$ cat src/sv/bsrt_pkg.sv
// types and constants shared by the bad-sector range table
// no dependencies; imported by bsrt_cell and bad_sector_range_table_top
package bsrt_pkg;

    // byte addresses: 39-bit sector times at most 4096 bytes, plus a 36-bit length
    localparam int BW = 52;

    localparam logic [1:0] CMD_RD  = 2'd0;
    localparam logic [1:0] CMD_WR  = 2'd1;
    localparam logic [1:0] CMD_ADD = 2'd2;
    localparam logic [1:0] CMD_REM = 2'd3;

    localparam logic [1:0] KIND_PERSIST = 2'd0;
    localparam logic [1:0] KIND_TRANS   = 2'd1;
    localparam logic [1:0] KIND_FIXW    = 2'd2;

    localparam logic [1:0] STAT_OK   = 2'd0;
    localparam logic [1:0] STAT_ERR  = 2'd1;
    localparam logic [1:0] STAT_FULL = 2'd2;
    localparam logic [1:0] STAT_BAD  = 2'd3;

    localparam logic [1:0] CELL_HOLD = 2'd0;
    localparam logic [1:0] CELL_UP   = 2'd1;
    localparam logic [1:0] CELL_DOWN = 2'd2;

    typedef struct packed {
        logic [1:0]  cmd;
        logic [47:0] byte_offset;
        logic [31:0] byte_count;
        logic [38:0] start_sector;
        logic [23:0] sector_count;
        logic [7:0]  error_code;
        logic        on_reads;
        logic        on_writes;
        logic [1:0]  entry_kind;
    } req_t;

    typedef struct packed {
        logic [1:0] status;
        logic [7:0] fail_code;
        logic [4:0] removed_count;
        logic [4:0] entries_used;
    } rsp_t;

    typedef struct packed {
        logic          valid;
        logic          rd;
        logic          wr;
        logic [1:0]    kind;
        logic [7:0]    code;
        logic [BW-1:0] bstart;
        logic [BW-1:0] bend;
    } ent_t;

    typedef struct packed {
        logic          cmp_en;
        logic          apply_en;
        logic [1:0]    move;
        logic          is_check;
        logic          wr_check;
        logic          is_remove;
        logic [BW-1:0] lo;
        logic [BW-1:0] hi;
    } cell_ctl_t;

endpackage

$ cat src/sv/bsrt_cell.sv
// one slot of the range table: holds an entry, compares it with a byte range
// and passes hit and hole flags to its older neighbor; uses bsrt_pkg
module bsrt_cell
    import bsrt_pkg::*;
(
    input  logic      clk,
    input  logic      rst_n,
    input  cell_ctl_t ctl,
    input  ent_t      prev_ent,
    input  ent_t      next_ent,
    input  logic      hit_in,
    input  logic      hole_in,
    output ent_t      ent,
    output logic      hit_out,
    output logic      hole_out,
    output logic      sel,
    output logic      kill
);

    logic valid_reg;
    ent_t pay_reg;
    logic ovl_reg;
    logic hit;
    logic fixw;
    logic en;

    always_comb
    begin
        ent       = pay_reg;
        ent.valid = valid_reg;
    end

    assign hit      = valid_reg & ovl_reg;
    assign fixw     = ctl.wr_check && (pay_reg.kind == KIND_FIXW);
    assign en       = ctl.wr_check ? pay_reg.wr : pay_reg.rd;
    assign sel      = ctl.is_check && hit && !hit_in && !fixw && en;
    // write checks clear fix-on-write entries only ahead of the first hit
    assign kill     = hit && (ctl.is_remove ||
                      (ctl.is_check && !hit_in &&
                       (fixw || (sel && pay_reg.kind == KIND_TRANS))));
    assign hit_out  = hit_in | sel;
    assign hole_out = hole_in | !valid_reg;

    always_ff @(posedge clk)
    begin
        if (ctl.cmp_en)
        begin
            ovl_reg <= (ctl.lo < pay_reg.bend) && (pay_reg.bstart < ctl.hi);
        end
        case (ctl.move)
            CELL_UP:   pay_reg <= prev_ent;
            CELL_DOWN:
            begin
                if (hole_in || !valid_reg)
                begin
                    pay_reg <= next_ent;
                end
            end
            default:   pay_reg <= pay_reg;
        endcase
    end

    always_ff @(posedge clk or negedge rst_n)
    begin
        if (!rst_n)
        begin
            valid_reg <= 1'b0;
        end
        else
        begin
            case (ctl.move)
                CELL_UP:   valid_reg <= prev_ent.valid;
                CELL_DOWN:
                begin
                    if (hole_in || !valid_reg)
                    begin
                        valid_reg <= next_ent.valid;
                    end
                end
                default:
                begin
                    if (ctl.apply_en && kill)
                    begin
                        valid_reg <= 1'b0;
                    end
                end
            endcase
        end
    end

endmodule

$ cat config.mk
export PLATFORM = sky130hd
export DESIGN_NAME = bsrt_cell
export DESIGN_NICKNAME = d
export VERILOG_FILES = /design/src/sv/bsrt_pkg.sv /design/src/sv/bsrt_cell.sv
export SDC_FILE = /design/constraint.sdc
export NUM_CORES = 1
export LEC_CHECK = 0
export ABC_AREA = 1
export ABC_CLOCK_PERIOD_IN_PS = 5700
export BUFFER_PORTS_ARGS = -buffer_cell sky130_fd_sc_hd__buf_2
export CAP_MARGIN = 20
export CORE_AREA = 4 4 182 184
export CTS_BUF_LIST = sky130_fd_sc_hd__clkbuf_4 sky130_fd_sc_hd__clkbuf_8
export DETAILED_ROUTE_END_ITERATION = 10
export DIE_AREA = 0 0 186 188
export GPL_ROUTABILITY_DRIVEN = 0
export PLACE_DENSITY = 0.57
export SLEW_MARGIN = 30
export SYNTH_ARGS = -nofsm -noshare
export SYNTH_HDL_FRONTEND = slang
export SYNTH_SLANG_ARGS = --single-unit
$ cat constraint.sdc
create_clock -name clk -period 5.7 [get_ports clk]
set_clock_uncertainty 0.2 [all_clocks]
set_input_delay 1.71 -clock clk [delete_from_list [all_inputs] [get_ports clk]]
set_output_delay 1.71 -clock clk [all_outputs]
set_load 0.01 [all_outputs]
Word-level counts from Yosys, hierarchy flattened
Index checks and enable logic that the tools add are counted.
{"block": "word_totals", "inputBits": 349, "regBits": 118, "elab_cells": 45, "out_inout_bits": 121}
{"block": "classes", "n_mux": 6, "reduce_logical": 21, "n_bitwise": 3, "order_cmp": 2, "n_eq_ne": 5}
{"operator": "116-bit case mux with 2 select lines", "count": 1}
{"operator": "116-bit two-way mux", "count": 1}
{"operator": "52-bit less-than comparator", "count": 2}
{"operator": "1-bit logical AND", "count": 11}
{"operator": "2-bit by 1-bit == test with 1-bit output, second input constant", "count": 2}
{"operator": "2-bit == test, second input constant", "count": 2}
{"operator": "2-bit AND reduction", "count": 2}
{"operator": "1-bit logical NOT", "count": 3}
{"operator": "1-bit logical OR", "count": 3}
{"operator": "1-bit two-way mux", "count": 3}
{"operator": "3-bit nonzero test", "count": 1}
{"operator": "2-bit inequality test, second input constant", "count": 1}
{"operator": "1-bit OR", "count": 2}
{"operator": "1-bit case mux with 2 select lines", "count": 1}
{"operator": "2-bit nonzero test", "count": 1}
{"operator": "1-bit bitwise AND", "count": 1}

Logic depth before layout (Yosys ltp)
{"block": "depth", "depth_word": 13, "depth_mapped": 13, "depth_no_buf": 13}

Worst setup path before layout
OpenSTA, ideal clock, no wires.
{"block": "synth_timing", "path_kind": "input to register", "startpoint": "in ctl[107] in the netlist's numbering", "endpoint": "reg valid_reg", "setup_time_ns": 0.121, "path_stages": 8, "arrival_ns": 5.916, "n_path_buf": 1, "required_time_ns": 5.379, "setup_slack_ns": -0.537, "cell_sequence": "inv_1 ha_1 buf_4 inv_4 a21oi_2 inv_1 nand3_1 nand2_1"}
{"block": "synth_via", "elab_chain_cells": 3, "elab_cells_between_ends": 6}
{"item": "from (decl)", "line_no": "bsrt_cell.sv:8", "text": "input cell_ctl_t ctl,"}
{"item": "2-bit == test / 2-bit by 1-bit == test with 1-bit output (equally long branches)", "line_no": "bsrt_cell.sv:71", "text": "case (ctl.move)"}
{"item": "2-bit inequality test (no source line) / 3-bit nonzero test (equally long branches)"}
{"item": "2-bit AND reduction (no source line)"}
{"item": "to (signal assigned)", "line_no": "bsrt_cell.sv:72", "text": "CELL_UP: valid_reg <= prev_ent.valid;"}
{"item": "to (signal assigned)", "line_no": "bsrt_cell.sv:77", "text": "valid_reg <= next_ent.valid;"}
{"item": "to (decl)", "line_no": "bsrt_cell.sv:20", "text": "logic valid_reg;"}
Several ways; a longest one is shown, not always the timed one.
A chain may end at the register's enable or synchronous reset.

Final worst setup path
{"block": "layout_timing", "startpoint": "in hit_in", "endpoint": "out sel"}
{"block": "layout_via", "elab_chain_cells": 4}
{"item": "from (decl)", "line_no": "bsrt_cell.sv:11", "text": "input logic hit_in,"}
{"item": "1-bit logical NOT", "line_no": "bsrt_cell.sv:36", "text": "assign sel = ctl.is_check && hit && !hit_in && !fixw && en;"}
{"item": "1-bit logical AND (3 in a row)", "line_no": "bsrt_cell.sv:36"}
{"item": "to (decl)", "line_no": "bsrt_cell.sv:16", "text": "output logic sel,"}
Every way passes these cells.

==> reports/results.txt <==
max-slew violations -> 0
count of unique library cells instantiated by Yosys -> 29
initial antenna violation count -> 0
sort of element at the start of the critical path -> primary input
slowest CP cell -> buf_2
cells along the critical path -> buf_2 -> inv_1 -> nand4_1 -> clkinv_1 -> nand2_1 -> nor2_1 -> buf_2
number of enable flip-flop cells after synthesis -> 117
critical path's largest stage delay -> 0.18 ns
Max transition margin -> 48.9%
Num CTS Buffers -> 17
critical path peak fanout -> 2
number of sinks driven by the clock tree -> 118
count of inserted antenna diode cells -> 0
WL final -> 27,800 um
average vias per placed instance -> 4.21
status -> complete, no violations
Die ar. -> 0.0350 sq mm
share of synthesized flip-flops with an asynchronous set or reset -> 0.847%
total standard cell area after synthesis -> 0.00792 sq mm
r2r worst-path depth -> 10
final instance area -> 0.0111 sq mm
Pre-antenna DRT Iters -> 5
share of the clock period used by the worst path -> 76.4%
pin count of the biggest net entering global routing -> 114
Longest Clk Path Bufs -> 2
Seq cells post-synth -> 118
wire length of the first global-routing pass -> 40,600 um
insertion delay to the later sink of the worst-skew pair -> 0.42 ns
Starting Density -> 25.2%
Detailed Route Iter0 Violations -> 294
cell family contributing the most delay on the critical path -> buffers and inverters
Crit path buffers/inverters -> 4
type of the worst setup path -> primary input to output pin
DR vias -> 7,877
area after detailed placement -> 0.0107 sq mm
via count of the first global-routing pass -> 7,872
most common cell after layout, fill and taps aside -> nand2_1
synthesized area per cell -> 8.00 sq um
actual transition at the worst max-transition pin -> 0.767 ns
H-tree depth reported by CTS -> 4
detail-routed net length per standard cell -> 14.9 um
share of the yosys chip area belonging to registers -> 44.7%
DRC violations left -> 0
number of buffers inserted to repair setup after CTS -> 0
CP arrival -> 2.45 ns
Fmax achieved -> 230 MHz
main flop type after synthesis -> edfxtp_1
number of warnings issued by yosys -> 0
die outline width -> 186 um
power per unit of standard cell area -> 222 mW/mm^2
Worst Hold Launch -> valid_reg
Layout Area Growth over Synthesis -> 39.9%
cell row count -> 65
WHS Path Cells -> 2
number of placed I/O pins -> 470
post-route insts no fill -> 1,870
net count after synthesis -> 1,443
root buf cell -> clkbuf_8
setup repair after global routing missed its margin -> false
number of hold-slack violations in the final timing report -> 0
clock-pin slew reported for the worst setup and hold paths after clock tree synthesis -> 0.08 ns
total routing resource utilization after global routing -> 15.0%
source of the critical timing path -> hit_in
Total Power -> 2.46 mW
GRT Residual Overflow -> 0
hold_buf cts -> 0
total instance count after detailed placement -> 1,838
total of max-cap violations -> 0
vertical die dimension -> 188 um
total negative setup slack -> 0 ns
peak ir drop on the vdd network -> 0.000118 V
reg2reg start -> ent[42]
Critical Path Sink Type -> output pin
slack of the worst reg-to-reg path -> 3.42 ns
HP Class -> flip-flop to flip-flop
clock tree from TritonCTS -> built
most frequent CP cell -> buf_2
Layout fillers -> 3,343
leading cell types in the layout, fill and taps excluded -> 476 x nand2_1, 469 x buf_2, 141 x inv_1
number of nets at the end of the flow -> 1,908
final setup vio count -> 0
synthesized instance count -> 990
share of cells above drive strength 1 -> 34.9%
count of input and output buffers -> 469
Largest register FFs -> 116
leakage component of the power -> 6.30 nW
core area -> 0.0314 sq mm
minimum clock period after layout -> 4.36 ns
half-perimeter wire length after detailed placement -> 23,100 um
Data required, critical path -> 3.79 ns
quantity of gates resized following cts -> 0
capture endpoint of the worst hold path -> valid_reg
terminus of the critical flop-to-flop path -> ovl_reg
final antenna-violating net count -> 0
## tightest hold or removal path, delay by kind of cell, from the launching register on
kind | cells | cell delay, ns
flops | 1 | 0.46
simple gates | 2 | 0.16
## cell families after synthesis
kind of cell	synth area share (%)
AND/OR/NAND/NOR	26.0
buffers and inverters	8.51
flip-flops	44.7
AO/OA/AOI/OAI	4.44
adder cells (fa/ha/maj)	16.4
## power by group
group	switching, mW	internal [mW]
registers	0.0404	1.05
clock network	0.397	0.391
logic	0.331	0.253
total	0.769	1.69
## layout make-up
cell class	count	area, sq um	area share [%]
multi-input combinational	702	3730	33.7
sequential	118	3540	31.9
timing repair buffer	472	2380	21.5
inverter	144	543	4.90
tap	402	503	4.54
clock buffer	17	234	2.11
clock inverter	15	155	1.40
## stage by stage
stage | util [%] | setup slack [ns] | hold WS (ns)
after floorplan | - | 0.855 | 0.340
after global placement | 34.1 | 1.30 | 0.433
after detailed placement | 34.1 | 1.29 | 0.432
after CTS | 35.3 | 1.31 | 0.451
after global routing | 35.3 | 1.27 | 0.489
final | 35.3 | 1.34 | 0.457
## metal layers
| metal | up-vias | track usage [%] | wire (um) |
|---|---|---|---|
| met5 | - | 0 | 0 |
| met4 | 0 | 4.76 | 540 |
| met3 | 25 | 3.72 | 2010 |
| met2 | 296 | 27.9 | 14400 |
| met1 | 3502 | 16.7 | 10900 |
| li1 | 4054 | - | - |
## cells in the mapped netlist, drive strengths merged, types with 5 or more instances
cell	instances	area share, %
a21o	5	0.47
a21oi	44	2.8
buf	19	1.3
clkbuf	7	0.33
edfxtp	117	44
ha	104	16
inv	143	6.8
nand2	476	23
nand3	10	0.69
nand4	5	0.39
nor2	38	1.9
o21ai	11	0.74
## worst max path at each step
| stage | to | slack [ns] | depth (start not counted) |
|---|---|---|---|
| after floorplan | valid_reg | 0.86 | 9 |
| after global placement | sel | 1.30 | 7 |
| after detailed placement | ent[58] | 1.29 | 7 |
| after CTS | sel | 1.31 | 7 |
| after global routing | sel | 1.27 | 7 |
| final | sel | 1.34 | 7 |
No activity file was read; power rests on OpenSTA's default activity.
